$ cat config.mk
export PLATFORM = sky130hd
export DESIGN_NAME = ttim_div_cell
export DESIGN_NICKNAME = d
export VERILOG_FILES = /design/src/design/ttim_pkg.sv /design/src/design/ttim_div_cell.sv
export SDC_FILE = /design/constraint.sdc
export NUM_CORES = 1
export LEC_CHECK = 0
export ABC_CLOCK_PERIOD_IN_PS = 6550
export BUFFER_PORTS_ARGS = -buffer_cell sky130_fd_sc_hd__buf_2
export CORE_UTILIZATION = 40
export DETAILED_ROUTE_END_ITERATION = 8
export GPL_TIMING_DRIVEN = 0
export MAX_ROUTING_LAYER = met4
export PLACE_DENSITY = 0.73
export SLEW_MARGIN = 25
export SYNTH_ARGS = -nofsm -noshare
export SYNTH_HDL_FRONTEND = slang
export SYNTH_SLANG_ARGS = --single-unit
$ cat constraint.sdc
create_clock -name clk -period 6.55 [get_ports clk]
set_clock_uncertainty 0.05 [all_clocks]
set_input_delay 0.3275 -clock clk [delete_from_list [all_inputs] [get_ports clk]]
set_output_delay 0.3275 -clock clk [all_outputs]
set_load 0.03 [all_outputs]
$ cat src/design/ttim_pkg.sv
`timescale 1ns / 1ps
// ----------------------------------------------------------------------------
// ttim_pkg
// Shared types and constants of the tensor transpose index map unit.
// ----------------------------------------------------------------------------
package ttim_pkg;

  // number of dimension size registers
  localparam int SIZE_REGS = 4;
  localparam int SEL_BITS  = 2;
  localparam int COUNT_BITS = 3;
  localparam int PERM_BITS = 8;
  localparam int CFG_IDX_BITS = 3;

  // configuration register indexes
  localparam logic [CFG_IDX_BITS-1:0] CFG_DIM_COUNT = 3'd0;
  localparam logic [CFG_IDX_BITS-1:0] CFG_DIM0_SIZE = 3'd1;
  localparam logic [CFG_IDX_BITS-1:0] CFG_DIM1_SIZE = 3'd2;
  localparam logic [CFG_IDX_BITS-1:0] CFG_DIM2_SIZE = 3'd3;
  localparam logic [CFG_IDX_BITS-1:0] CFG_DIM3_SIZE = 3'd4;
  localparam logic [CFG_IDX_BITS-1:0] CFG_PERM_MAP  = 3'd5;

  localparam logic [COUNT_BITS-1:0] DIM_COUNT_RST = 3'd1;
  localparam logic [PERM_BITS-1:0]  PERM_MAP_RST  = 8'd228;

  typedef enum logic [1:0] {
    ST_OK       = 2'd0,
    ST_RANGE    = 2'd1,
    ST_BAD_PERM = 2'd2
  } status_t;

endpackage

$ cat src/design/ttim_div_cell.sv
`timescale 1ns / 1ps
// ----------------------------------------------------------------------------
// ttim_div_cell
// One restoring division step: takes the next dividend bit, produces one
// quotient bit and hands the partial remainder to the next cell.
// ----------------------------------------------------------------------------
module ttim_div_cell
  import ttim_pkg::*;
#(
  parameter int INDEX_BITS = 24,
  parameter int DIM_BITS   = 13,
  parameter int DIM_IDX    = 0,
  parameter bit LAST       = 1'b0
) (
  input  logic                                 clk,
  input  logic                                 rst_n,
  input  logic                                 en,
  input  logic [DIM_BITS-1:0]                  divisor,
  input  logic                                 valid_in,
  input  logic [DIM_BITS-1:0]                  rem_in,
  input  logic [INDEX_BITS-1:0]                quo_in,
  input  logic [SIZE_REGS-1:0][DIM_BITS-1:0]   coord_in,
  output logic                                 valid_out,
  output logic [DIM_BITS-1:0]                  rem_out,
  output logic [INDEX_BITS-1:0]                quo_out,
  output logic [SIZE_REGS-1:0][DIM_BITS-1:0]   coord_out
);

  logic                                valid_r;
  logic [DIM_BITS-1:0]                 rem_r;
  logic [INDEX_BITS-1:0]               quo_r;
  logic [SIZE_REGS-1:0][DIM_BITS-1:0]  coord_r;
  logic [SIZE_REGS-1:0][DIM_BITS-1:0]  coord_nxt;

  logic [DIM_BITS:0]   trial;
  logic                ge;
  logic [DIM_BITS:0]   diff;
  logic [DIM_BITS-1:0] rem_step;

  assign trial    = {rem_in, quo_in[INDEX_BITS-1]};
  assign ge       = trial >= {1'b0, divisor};
  assign diff     = ge ? (trial - {1'b0, divisor}) : trial;
  assign rem_step = diff[DIM_BITS-1:0];

  always_comb begin
    coord_nxt = coord_in;
    if (LAST) begin
      // remainder of the last step is this dimension's coordinate
      coord_nxt[DIM_IDX] = rem_step;
    end
  end

  always_ff @(posedge clk) begin
    if (!rst_n) begin
      valid_r <= 1'b0;
    end else if (en) begin
      valid_r <= valid_in;
    end
  end

  always_ff @(posedge clk) begin
    if (en) begin
      quo_r   <= {quo_in[INDEX_BITS-2:0], ge};
      coord_r <= coord_nxt;
      rem_r   <= LAST ? '0 : rem_step;
    end
  end

  assign valid_out = valid_r;
  assign rem_out   = rem_r;
  assign quo_out   = quo_r;
  assign coord_out = coord_r;

endmodule

==> results.tsv <==
metric	value	unit
outcome	finished, final reports clean	
first_pass_iters	4	
met2_usage	0.2837	
cts_tree	yes	
routed_wl	7.790	mm
rows	34	
grt_pass1_vias	2160	
ioPinCount	196	
core_area	8678	sq um
synth_nets	320	
synth.area.top_cells	edfxtp_1, ha_1, mux2_4, inv_1, xor2_1	
ir_drop	110.3	uV
timing_hold_violations_final	0	
ant_nets	0	
synth_edf_count	89	
grt_pass1_wl	10.49	mm
synth_compound_area_frac	0.04956	
arrival	2.45	ns
ys_seq_area_frac	0.7564	
multi_input_area	790.8	sq um
cts_sinks	90	
numPortBuffers	195	
hold_buffers	0	
crit_buf_inv	3	
cts_resized	0	
setup_viol	0	
cts_buffers	9	
synth.most_common_cell	edfxtp_1	
final_util	0.5670	
die_h	96.34	um
startpoint_type	primary input	
fin_nets	527	
p_seq_frac	0.498	
dieArea	9280	sq um
hold_path_class	in -> reg	
track_usage	0.1605	
synth-simple-area-share	0.04851	
leakagePower	2.215	nW
syn2layout_area_growth	38.24	%
path_delay_family	compound AO/OA/AOI/OAI gates	
synthDistinctLibCells	41	
synth-seq-cells	90	
netlist_top_cells_count	edfxtp_1, inv_1, ha_1	
post_cts.repair.setup_buffers	0	
cap_violations	0	
antennaDiodeCount	0	
synthXorXnorAreaFrac	0.02214	
drtIter0Drc	71	
relSlewSlack	0.6987	
htreeDepth	3	
overflow	0	
ff_latch_area	2693	sq um
hpwl	6.045	mm
power_density	287.5	nW/um^2
vias	2383	
grt.busiest_layer	met2	
die_w	96.34	um
synth_top_family_by_area	adder cells	
drive_gt1_frac	0.5572	
async_reset_ff_frac	0	
max_freq	416.3	MHz
cp_cell_sequence	buf_2 -> inv_1 -> ha_1 -> fa_1 -> nand2b_2 -> a21oi_2 -> o21ai_2 -> a211oi_2 -> o32a_2 -> buf_12 -> mux2_4	
sw_frac_of_total	0.2799	
end_kind	register	
rsz0062_at_grt	no	
worstPathMaxFanout	10	
clk_pin_slew	0.10	ns
combPwrFrac	0.208	
root_buffer	clkbuf_8	
synth_area_per_cell	17.80	sq um
yosysTopAreaCellShare	0.7508	
synth_cells	200	
tns	0	ns
cp.required	6.59	ns
wl_per_cell	15.01	um
period_needed	2.402	ns
muxShareOfSynthArea	0.05062	
yosys_warnings	0	
met1_usage	0.1695	
place_congestion	0.7494	
drv_slew	0	
intPower	1.019	mW
synthAdderAreaFrac	0.05132	
grtUsageMet3	0.04976	
grt_max_degree	60	
path_class	in -> reg	
tightestPinTransition	0.4519	ns
critPathMaxStageDelay	0.40	ns
drc_errors	0	
p_sw	395.9	uW
cts_max_path_buffers	2	
synth-main-ff-cell	edfxtp_1	
netlist_area	3560	sq um
clkPwrFrac	0.294	
period_share	0.3668	
antenna_found_initial	0	
cpMaxStageDelayCell	fa_1	
synth_top_area_cell	edfxtp_1	
start_util	0.4102	
fillCellCount	703	
clock_latency	0.33	ns
vias_per_cell	4.592	
## metrics by stage
stage / instance area (sq um) / worst slack, ns / total power, mW / std cells / hold slack [ns]
2_1_floorplan: 3560 / 4.042 / 0.9096 / 200 / 0.3764
3_3_place_gp: 4671 / 3.771 / 1.008 / 503 / 0.4416
3_5_place_dp: 4701 / 3.765 / 1.015 / 504 / 0.4556
4_1_cts: 4921 / 4.156 / 1.434 / 519 / 0.07543
5_1_grt: 4921 / 4.052 / 1.479 / 519 / 0.07168
6_report: 4921 / 4.148 / 1.415 / 519 / 0.1007
## cell type report
cell class,instances,share of cell area
multi-input combinational,94,0.1607
sequential,90,0.5472
timing repair buffer,196,0.2044
inverter,15,0.01144
buffer,1,0.004068
clock buffer,9,0.02517
tap,108,0.02746
clock inverter,6,0.01958
## kinds of logic (layout without fill, tap and decap cells)
| group | after synthesis | count (layout) |
|---|---|---|
| AO/OA/AOI/OAI | 26 | 26 |
| multiplexers | 14 | 14 |
| XOR/XNOR | 9 | 9 |
| adder cells (fa/ha/maj) | 14 | 14 |
| AND/OR/NAND/NOR | 31 | 31 |
| buffers and inverters | 16 | 227 |
| flip-flops | 90 | 90 |
## cell usage in the layout (no fill, tap or decap), types with 2 or more instances in the layout
cell,instances
clkbuf_8,9
mux2_2,3
nand2_1,4
xor2_1,5
edfxtp_1,89
nand2b_1,3
buf_2,194
xnor2_1,4
mux2i_1,3
a21o_1,2
nor2_1,8
o21ai_0,4
nor2b_1,3
inv_6,2
nand3_1,2
a21oi_1,8
bufinv_16,2
ha_1,13
nor3_1,2
a211oi_1,2
mux2_4,7
inv_1,15
## registers in the layout, indices dropped and copies added, names as in the netlist
name and flops:
coord_out 52, rem_out 13, valid_out 1, quo_out 24
## per-layer routing
metal | wire length, um | vias up
met5 | 0 | -
met4 | 59 | 0
met3 | 730 | 5
met2 | 4071 | 97
met1 | 2928 | 1109
li1 | - | 1172
## power groups by stage
| stage | sequential (mW) | combinational (mW) | clock [mW] |
|---|---|---|---|
| 5_1_grt | 0.711 | 0.316 | 0.452 |
| 4_1_cts | 0.705 | 0.297 | 0.431 |
| 3_3_place_gp | 0.718 | 0.290 | 0 |
| 3_5_place_dp | 0.718 | 0.296 | 0 |
| 2_1_floorplan | 0.828 | 0.0812 | 0 |
| 6_report | 0.705 | 0.294 | 0.416 |
## worst paths after layout
check        depth (start not counted)  slack [ns]  startpoint     endpoint
min                                  1        0.10  quo_in[19]  quo_out[20]
max reg2reg                          2        5.90   valid_out    valid_out
min reg2reg                          2        0.49   valid_out    valid_out
max                                 11        4.15  quo_in[23]  rem_out[11]
Power figures use the tool's default switching activity.
