[src/design/ttim_pkg.sv]
`timescale 1ns / 1ps
// ----------------------------------------------------------------------------
// ttim_pkg
// Shared types and constants of the tensor transpose index map unit.
// ----------------------------------------------------------------------------
package ttim_pkg;

  // number of dimension size registers
  localparam int SIZE_REGS = 4;
  localparam int SEL_BITS  = 2;
  localparam int COUNT_BITS = 3;
  localparam int PERM_BITS = 8;
  localparam int CFG_IDX_BITS = 3;

  // configuration register indexes
  localparam logic [CFG_IDX_BITS-1:0] CFG_DIM_COUNT = 3'd0;
  localparam logic [CFG_IDX_BITS-1:0] CFG_DIM0_SIZE = 3'd1;
  localparam logic [CFG_IDX_BITS-1:0] CFG_DIM1_SIZE = 3'd2;
  localparam logic [CFG_IDX_BITS-1:0] CFG_DIM2_SIZE = 3'd3;
  localparam logic [CFG_IDX_BITS-1:0] CFG_DIM3_SIZE = 3'd4;
  localparam logic [CFG_IDX_BITS-1:0] CFG_PERM_MAP  = 3'd5;

  localparam logic [COUNT_BITS-1:0] DIM_COUNT_RST = 3'd1;
  localparam logic [PERM_BITS-1:0]  PERM_MAP_RST  = 8'd228;

  typedef enum logic [1:0] {
    ST_OK       = 2'd0,
    ST_RANGE    = 2'd1,
    ST_BAD_PERM = 2'd2
  } status_t;

endpackage

[src/design/ttim_comp_cell.sv]
`timescale 1ns / 1ps
// ----------------------------------------------------------------------------
// ttim_comp_cell
// One re-flatten step: adds the selected coordinate times the running
// product and extends the running product by this dimension's size.
// ----------------------------------------------------------------------------
module ttim_comp_cell
  import ttim_pkg::*;
#(
  parameter int INDEX_BITS = 24,
  parameter int DIM_BITS   = 13
) (
  input  logic                                 clk,
  input  logic                                 rst_n,
  input  logic                                 en,
  input  logic                                 dim_used,
  input  logic [SEL_BITS-1:0]                  sel,
  input  logic [DIM_BITS-1:0]                  dim_size,
  input  logic                                 valid_in,
  input  logic                                 rerr_in,
  input  logic [INDEX_BITS-1:0]                src_in,
  input  logic [INDEX_BITS-1:0]                factor_in,
  input  logic [SIZE_REGS-1:0][DIM_BITS-1:0]   coord_in,
  output logic                                 valid_out,
  output logic                                 rerr_out,
  output logic [INDEX_BITS-1:0]                src_out,
  output logic [INDEX_BITS-1:0]                factor_out,
  output logic [SIZE_REGS-1:0][DIM_BITS-1:0]   coord_out
);

  logic                                valid_r;
  logic                                rerr_r;
  logic [INDEX_BITS-1:0]               src_r;
  logic [INDEX_BITS-1:0]               factor_r;
  logic [SIZE_REGS-1:0][DIM_BITS-1:0]  coord_r;

  logic [DIM_BITS+INDEX_BITS-1:0] term;
  logic [DIM_BITS+INDEX_BITS-1:0] fprod;

  assign term  = (DIM_BITS+INDEX_BITS)'(coord_in[sel]) *
                 (DIM_BITS+INDEX_BITS)'(factor_in);
  assign fprod = (DIM_BITS+INDEX_BITS)'(factor_in) *
                 (DIM_BITS+INDEX_BITS)'(dim_size);

  always_ff @(posedge clk) begin
    if (!rst_n) begin
      valid_r <= 1'b0;
    end else if (en) begin
      valid_r <= valid_in;
    end
  end

  always_ff @(posedge clk) begin
    if (en) begin
      rerr_r   <= rerr_in;
      coord_r  <= coord_in;
      factor_r <= fprod[INDEX_BITS-1:0];
      src_r    <= dim_used ? (src_in + term[INDEX_BITS-1:0]) : src_in;
    end
  end

  assign valid_out  = valid_r;
  assign rerr_out   = rerr_r;
  assign src_out    = src_r;
  assign factor_out = factor_r;
  assign coord_out  = coord_r;

endmodule

[config.mk]
export PLATFORM = sky130hd
export DESIGN_NAME = ttim_comp_cell
export DESIGN_NICKNAME = d
export VERILOG_FILES = /design/src/design/ttim_pkg.sv /design/src/design/ttim_comp_cell.sv
export SDC_FILE = /design/constraint.sdc
export NUM_CORES = 1
export LEC_CHECK = 0
export ABC_AREA = 1
export BUFFER_PORTS_ARGS = -buffer_cell sky130_fd_sc_hd__buf_2
export CAP_MARGIN = 15
export CORE_ASPECT_RATIO = 0.9
export CORE_MARGIN = 10
export CORE_UTILIZATION = 30
export DETAILED_ROUTE_END_ITERATION = 12
export GPL_ROUTABILITY_DRIVEN = 0
export GPL_TIMING_DRIVEN = 0
export SETUP_SLACK_MARGIN = 0.02
export SYNTH_ARGS = -nofsm -noshare
export SYNTH_HDL_FRONTEND = slang
export SYNTH_SLANG_ARGS = --single-unit
[constraint.sdc]
create_clock -name clk -period 8.1 [get_ports clk]
set_input_delay 0.405 -clock clk [delete_from_list [all_inputs] [get_ports clk]]
set_output_delay 0.405 -clock clk [all_outputs]
set_load 0.05 [all_outputs]
==> out/qor.csv, run 1 <==
metric,value,unit
drt wl/cell,17.00,um
DP Area,0.02020,sq mm
Crit. End Element,flop,
RSZ-0062 raised after global routing,false,
GRT Util Overall,15.52,%
"Top FF cell, synth",edfxtp_1,
# Max-Cap Violations,0,
Max clock buf depth,2,
Least-Margin Pin Slew,0.8095,ns
synthesized area,0.01816,sq mm
area share of the largest cell type after synthesis,39.35,%
worst relative slew slack,46.03,%
Min-Delay Path Class,input port to flop,
Final Hold Vio Count,0,
post-CTS resize count,0,
Post-Layout Inst Area,0.02050,sq mm
CP Data Arrival Time,7.04,ns
Tmin final,6.891,ns
"top cells by count, synth","inv_1 (534), nand2_1 (522), fa_1 (357)",
Nets,2917,
# hold bufs at CTS,0,
area grow syn2layout,12.84,%
worst stage delay on the critical path,0.57,ns
origin of the critical flop-to-flop path,valid_out,
critical path's slowest cell,fa_1,
buffer count from post-CTS setup fixing,0,
hold_sp,rerr_in,
# DRC,0,
leading area contributor after synthesis,fa_1,
DR pass1 iterations,5,
antenna violations before repair,12,
vias,14279,
"Max FO, Critical Path",10,
Mean Syn Cell Area,8.552,sq um
yosys warns,0,
TNS Setup,0,ns
Synth area leaders,"fa_1 (39%), edfxtp_1 (17%), inv_1 (11%), nand2_1 (11%), ha_1 (6.7%)",
post-DR vias/cell,4.559,
area of the core,0.05988,sq mm
global-route wire length before repair,84480,um
Post-synth EDFFs,101,
CP required,8.25,ns
Seq cells post-synth,102,
"Slew Viols, Final",0,
drt total wl,53250,um
grt ovf,0,
Worst Hold Path EP,rerr_out,
placed wire-length estimate,45950,um
WP buf/inv,9,
"Reg clk slew, reported paths",0.08,ns
layout cells sized above 1,12.23,%
Die Width,279.4,um
Synth Instances,2124,
final period utilization,85.07,%
vias in the first global route,14657,
FMAX,0.1451,GHz
IO Port Bufs,206,
CTS sink cnt,102,
status,"complete, no violations",
r2r setup slk,7.46,ns
R2R Path End,valid_out,
CP dominant cell by count,fa_1,
Setup crit start kind,input port,
standard-cell rows,85,
clock latency on the worst-skew pair,0.40,ns
Reg2Reg Depth,2,
Die Area,0.07080,sq mm
"count leader, synth",inv_1,
initial drt markers,1081,
DRT antenna net count,0,
Worst Setup Path Type,input port to flop,
largest net degree at the start of global routing,68,
# IOs,223,
async set-reset flop share out of synthesis,0,%
"delay-heaviest family, CP",adder cells,
TritonCTS clock tree,built,
final setup violation count,0,
sequential area share after synthesis,16.81,%
Max Clock Skew,0,ns
Initial Utilization,30.34,%
die height,253.4,um
Root Buffer,clkbuf_16,
Hold Crit Depth,1,
syn_nets,2699,
Num CTS Buffers,9,
Yosys cell types,45,
htree depth,3,
==> layout by cell type, fill, tap and decap left out, types with 3 or more instances in the layout <==
master,count
buf_4,3
edfxtp_1,101
xor2_1,26
o21bai_1,5
fa_1,357
nor4_1,3
inv_6,3
inv_1,534
nand2_2,16
xnor2_1,29
o21ai_1,9
ha_1,97
buf_2,209
inv_8,3
nor3_1,4
nand3_1,47
clkinv_1,5
a21boi_0,3
o31ai_1,3
buf_6,7
a31oi_1,3
clkbuf_1,57
nor2_1,140
o21ai_0,35
inv_2,6
buf_1,6
a21oi_1,48
nand3_2,19
clkbuf_16,9
nand4_1,16
nand2_1,522
==> worst max-delay path by stage <==
| stage | startpoint | to | slack (ns) | depth (start not counted) |
|---|---|---|---|---|
| 2_1_floorplan | sel[0] | src_out[19] | 1.88 | 31 |
| 3_3_place_gp | sel[1] | src_out[19] | 0.85 | 28 |
| 3_5_place_dp | sel[1] | src_out[19] | 0.86 | 28 |
| 4_1_cts | sel[1] | src_out[19] | 1.29 | 28 |
| 5_1_grt | sel[1] | src_out[19] | 0.77 | 28 |
| 6_report | sel[0] | src_out[19] | 1.21 | 29 |
==> metrics by stage <==
stage / util (%) / setup WS [ns] / instances / hold slack (ns)
global placement: 33.69 / 0.8456 / 3113 / 0.5231
finish: 34.23 / 1.209 / 3132 / 0.1799
global route: 34.22 / 0.7729 / 3130 / 0.1651
detailed placement: 33.74 / 0.8612 / 3114 / 0.5247
floorplan: - / 1.875 / 2124 / 0.4985
CTS: 34.22 / 1.290 / 3130 / 0.1526
==> cell type report <==
cell class,instances,area (sq um)
diodes,2,5.005
plain buffers,78,376.6
clock buffers,10,229.0
clock inverters,6,57.56
fillers,6291,39380
inverters,546,2057
multi-input cells,1398,12680
flip-flops and latches,102,3053
well taps,783,979.7
repair buffers,207,1061
==> logic make-up (layout without fill, tap and decap cells) <==
logic type,after synthesis,count (layout),synth area share [%]
AO/OA/AOI/OAI,115,115,3.499
XOR/XNOR,55,55,2.652
adder cells (fa/ha/maj),454,454,46.03
buffers and inverters,624,847,13.40
flip-flops,102,102,16.81
other,0,2,0
AND/OR/NAND/NOR,774,774,17.61
==> sequential cells by signal, summed over array words and instances, names as in the netlist <==
signal      flops
coord_out      52
factor_out     24
rerr_out        1
src_out        24
valid_out       1
==> worst register-to-register path, cell delays in order, from the launching register on <==
cell and delay [ns]:
dfxtp_1 0.31, o21ai_0 0.16, a21oi_1 0.05
==> per-layer routing <==
layer	track usage [%]	up-vias	share of wire (%)
met5	0	-	0.14
met4	3.288	14	1.4
met3	4.215	54	8.6
met2	24.88	459	46
met1	20.69	7099	44
li1	-	6653	-
Power of run 1 is not shown: default switching activity piles up to over one toggle a cycle in this logic, so the estimate is an artifact.
==> run 2, diff against run 1 <==
--- a/config.mk
+++ b/config.mk
@@ -6,12 +6,13 @@
 export NUM_CORES = 1
 export LEC_CHECK = 0
 export ABC_AREA = 1
-export BUFFER_PORTS_ARGS = -buffer_cell sky130_fd_sc_hd__buf_2
 export CAP_MARGIN = 15
 export CORE_ASPECT_RATIO = 0.9
 export CORE_MARGIN = 10
 export CORE_UTILIZATION = 30
+export CTS_BUF_LIST = sky130_fd_sc_hd__clkbuf_2
 export DETAILED_ROUTE_END_ITERATION = 12
+export DONT_BUFFER_PORTS = 1
 export GPL_ROUTABILITY_DRIVEN = 0
 export GPL_TIMING_DRIVEN = 0
 export SETUP_SLACK_MARGIN = 0.02
==> constraint.sdc (replaced) <==
create_clock -name clk -period 7.9 [get_ports clk]
set_input_delay 0.395 -clock clk [delete_from_list [all_inputs] [get_ports clk]]
set_output_delay 0.395 -clock clk [all_outputs]
set_load 0.05 [all_outputs]
==> run 2 against run 1 <==
Against the previous run:
- critical path depth is 1 higher
- cell count is 3.5% lower
- wire length is 2.2% higher
- final area is 1.1% lower
- sequential cell count stayed put
- sequential share of layout area is 0.16 points higher
- clock skew stayed put
==> out/qor.csv, run 2 (synthesis gave the netlist of run 1 again) <==
metric,value,unit,change
CP required,8.50,ns,+0.25 ns
standard-cell rows,85,,unchanged
drt wl/cell,18.00,um,+5.9%
post-DR vias/cell,4.606,,+1.0%
Die Area,0.07080,sq mm,unchanged
area of the core,0.05988,sq mm,unchanged
fill cell count,6213,,-1.2%
critical path's slowest cell,dlygate4sd3_1,,
Crit. End Element,flop,,
# Max-Cap Violations,0,,unchanged
vias in the first global route,14300,,-2.4%
TritonCTS clock tree,built,,
Num CTS Buffers,9,,unchanged
Tmin final,6.859,ns,
antenna violations before repair,5,,-7
GRT Util Overall,15.88,%,+0.36 points
final period utilization,86.83,%,
htree depth,3,,unchanged
most frequent cells in the layout,"inv_1 (534), nand2_1 (522), fa_1 (357), nor2_1 (140), edfxtp_1 (101)",,
worst stage delay on the critical path,0.55,ns,-0.02 ns
"most common cell after layout, fill and taps aside",inv_1,,
initial drt markers,1098,,+1.6%
Max clock buf depth,2,,unchanged
WP buf/inv,13,,+4
# hold bufs at CTS,98,,+98
"delay-heaviest family, CP",adder cells,,
CP dominant cell by count,inv_1,,
die height,253.4,um,unchanged
area of the multi-input gates,0.01268,sq mm,unchanged
Setup WS pre-CTS,0.6713,ns,-0.1899 ns
Worst Hold Path EP,src_out[18],,
R2R Path End,valid_out,,
placed wire-length estimate,45070,um,-1.9%
layout cells sized above 1,3.664,%,-8.6 points
worst relative slew slack,48.01,%,+2.0 points
"Max FO, Critical Path",10,,unchanged
status,"complete, no violations",,
drt total wl,54410,um,+2.2%
final setup violation count,0,,unchanged
"Slew Viols, Final",0,,unchanged
Setup crit start kind,input port,,
hold_sp,dim_used,,
final setup margin,1.041,ns,-0.1685 ns
FF+latch area,0.003053,sq mm,unchanged
# IOs,223,,unchanged
Reg2Reg Depth,3,,+1
Least-Margin Pin Slew,0.7799,ns,-0.02962 ns
Placed Instances,2907,,-6.6%
"Reg clk slew, reported paths",0.31,ns,+0.23 ns
RSZ-0062 raised after global routing,false,,
CP Data Arrival Time,7.46,ns,+0.42 ns
# DRC,0,,unchanged
DRT antenna net count,0,,unchanged
area grow syn2layout,11.63,%,
FMAX,0.1458,GHz,
Post-Layout Inst Area,0.02028,sq mm,-1.1%
Worst Setup Path Type,input port to flop,,
r2r setup slk,6.23,ns,-1.23 ns
IO Port Bufs,0,,-100%
post-CTS resize count,0,,unchanged
Max Clock Skew,0,ns,unchanged
DR pass1 iterations,5,,unchanged
Root Buffer,clkbuf_2,,
CTS sink cnt,102,,unchanged
clock latency on the worst-skew pair,0.78,ns,+0.38 ns
TNS Setup,0,ns,unchanged
Initial Utilization,30.34,%,unchanged
global-route wire length before repair,85550,um,+1.3%
Final Hold Vio Count,0,,unchanged
largest net degree at the start of global routing,104,,+53%
origin of the critical flop-to-flop path,valid_out,,
Min-Delay Path Class,input port to flop,,
buffer count from post-CTS setup fixing,0,,unchanged
grt ovf,0,,unchanged
Hold Crit Depth,4,,+3
Final Non-Filler Cells,3023,,-3.5%
max reg flops,52,,unchanged
Nets,2808,,-3.7%
DP Area,0.01914,sq mm,-5.3%
vias,13925,,-2.5%
Die Width,279.4,um,unchanged
-- run 2: cell types whose count changed in the layout (fill, tap and decap cells not counted), moves of 9 or more --
cell / previous run / this run
buf_2: 209 / 4
clkbuf_16: 9 / 0
clkbuf_2: 2 / 12
dlygate4sd3_1: 0 / 97
-- run 2: how the worst max path moves through the flow --
stage	startpoint	slack [ns]	cells past startpoint	endpoint
6_report	sel[0]	1.04	30	src_out[23]
5_1_grt	sel[0]	0.67	27	src_out[21]
4_1_cts	sel[0]	1.17	30	src_out[23]
3_5_place_dp	sel[0]	0.67	29	src_out[19]
3_3_place_gp	sel[0]	0.66	29	src_out[19]
2_1_floorplan	sel[0]	1.69	31	src_out[19]
-- run 2: area by class of cell --
class,count,share of cell area [%]
repair buffers,98,4.924
clock buffers,10,0.2468
inverters,546,10.15
diodes,2,0.02468
well taps,783,4.832
plain buffers,78,1.857
multi-input cells,1398,62.52
flip-flops and latches,102,15.06
clock inverters,6,0.3888
-- run 2: stage by stage --
step | utilization (%) | hold WS (ns)
after detailed placement | 31.97 | 0.4940
after global placement | 31.97 | 0.4940
after floorplan | - | 0.4885
final | 33.86 | 0.1593
after CTS | 33.85 | 0.03055
after global routing | 33.86 | 0.06660
-- run 2: worst min-delay path, stage by stage --
cell and delay [ns]:
clkinv_1 0.12, buf_4 0.22, nand2_1 0.07, o21ai_1 0.06
-- run 2: per-layer routing --
layer	global-route usage, %	share of wire, %
met1	20.50	42
met2	25.30	46
met3	5.291	11
met4	3.889	1.7
met5	0	0.046
Power of run 2 is left out for the same reason.
==> run 3, diff against run 2 <==
--- a/config.mk
+++ b/config.mk
@@ -15,6 +15,7 @@
 export DONT_BUFFER_PORTS = 1
 export GPL_ROUTABILITY_DRIVEN = 0
 export GPL_TIMING_DRIVEN = 0
+export PLACE_DENSITY_LB_ADDON = 0.3
 export SETUP_SLACK_MARGIN = 0.02
 export SYNTH_ARGS = -nofsm -noshare
 export SYNTH_HDL_FRONTEND = slang
==> run 3 against run 2 <==
Against the previous run:
- worst setup slack worse by 0.20 ns
- register-to-register slack barely moved
- via count up 1.0%
- sequential share of layout area barely moved
- utilization rose by 0.056 points
- critical path type unchanged
- largest cell class unchanged
==> out/qor.csv, run 3 (synthesis gave the netlist of run 1 again) <==
metric,value,unit,change
global-route wire length before repair,86720,um,+1.4%
TritonCTS clock tree,built,,
worst stage delay on the critical path,0.58,ns,+0.03 ns
grt ovf,0,,unchanged
area grow syn2layout,11.81,%,
# DRC,0,,unchanged
final setup violation count,0,,unchanged
area of the core,0.05988,sq mm,unchanged
Final Hold Vio Count,0,,unchanged
# Max-Cap Violations,0,,unchanged
vias,14069,,+1.0%
Num CTS Buffers,9,,unchanged
drt wl/cell,18.46,um,+2.6%
"Max FO, Critical Path",10,,unchanged
worst relative slew slack,37.60,%,-10 points
"most common cell after layout, fill and taps aside",inv_1,,
Tmin final,7.062,ns,+0.2027 ns
DRT antenna net count,0,,unchanged
vias in the first global route,14812,,+3.6%
most frequent cells in the layout,"inv_1 (534), nand2_1 (522), fa_1 (357), nor2_1 (140)",,
GRT Util Overall,16.09,%,+0.21 points
Least-Margin Pin Slew,0.9360,ns,+0.1561 ns
post-CTS resize count,0,,unchanged
placed wire-length estimate,46500,um,+3.2%
Setup crit start kind,input port,,
htree depth,3,,unchanged
CP required,8.51,ns,about the same
Die Area,0.07080,sq mm,unchanged
Crit. End Element,flop,,
status,"complete, no violations",,
"Reg clk slew, reported paths",0.36,ns,+0.05 ns
CP Data Arrival Time,7.67,ns,+0.21 ns
FMAX,0.1416,GHz,-2.9%
drt total wl,55900,um,+2.7%
Die Width,279.4,um,unchanged
Initial Utilization,30.34,%,unchanged
layout cells sized above 1,3.657,%,-0.0065 points
# IOs,223,,unchanged
initial drt markers,957,,-13%
die height,253.4,um,unchanged
Nets,2812,,+0.14%
final period utilization,89.39,%,+2.6 points
TNS Setup,0,ns,unchanged
Min-Delay Path Class,input port to flop,,
max reg flops,52,,unchanged
CTS sink cnt,102,,unchanged
RSZ-0062 raised after global routing,false,,
DR pass1 iterations,6,,+1
buffer count from post-CTS setup fixing,0,,unchanged
antenna violations before repair,3,,-2
"Slew Viols, Final",0,,unchanged
largest net degree at the start of global routing,104,,unchanged
Max clock buf depth,2,,unchanged
critical path's slowest cell,fa_1,,
IO Port Bufs,0,,unchanged
Root Buffer,clkbuf_2,,
standard-cell rows,85,,unchanged
Worst Setup Path Type,input port to flop,,
Max Clock Skew,0,ns,unchanged
clock latency on the worst-skew pair,0.80,ns,+0.02 ns
post-DR vias/cell,4.646,,+0.87%
==> run 3: timing repair <==
action	in CTS	in global routing
endpoints found under the setup margin	0	0
hold buffers	102	0
endpoints found under the hold margin	183	0
==> run 3: per-layer routing <==
layer,global-route usage [%],vias up,part of all wire [%],wire [um]
met1,20.40,7079,42,23340
met4,3.643,4,1.7,952
met5,0,-,0.038,21
li1,-,6443,-,-
met3,5.448,57,9.9,5558
met2,26.16,486,47,26030
==> run 3: worst max-delay path: cells and delay by family <==
kind	cells	cell delay [ns]
AOI/OAI and AO/OA	3	0.60
adders and majority gates	7	3.40
buffers and inverters	9	1.91
and+or+nand+nor	11	1.36
==> run 3: path summary, 6_finish.rpt <==
check / start / end / slack (ns) / cells past startpoint
setup / recovery: sel[0] / src_out[19] / 0.84 / 30
hold / removal: dim_used / src_out[14] / 0.08 / 4
setup reg to reg: valid_out / valid_out / 6.22 / 3
hold reg to reg: valid_out / valid_out / 1.45 / 3
==> run 3: cell type report <==
cell class / instances / area [sq um]
well taps: 783 / 979.7
clock buffers: 9 / 45.04
fillers: 6279 / 39570
diodes: 3 / 7.507
flip-flops and latches: 102 / 3053
multi-input cells: 1398 / 12680
clock inverters: 7 / 75.07
repair buffers: 102 / 1039
plain buffers: 78 / 376.6
inverters: 546 / 2057
==> run 3: through the flow <==
stage / hold WS, ns / cells / cell area [sq um] / setup WS [ns] / util, %
floorplan: 0.4885 / 2124 / 18160 / 1.685 / -
global placement: 0.4940 / 2907 / 19140 / 0.6262 / 31.97
detailed placement: 0.4939 / 2907 / 19140 / 0.6084 / 31.97
CTS: 0.002575 / 3025 / 20300 / 1.014 / 33.91
global route: 0.06999 / 3027 / 20310 / 0.4984 / 33.92
finish: 0.08227 / 3028 / 20310 / 0.8381 / 33.92
Power of run 3 is left out for the same reason.
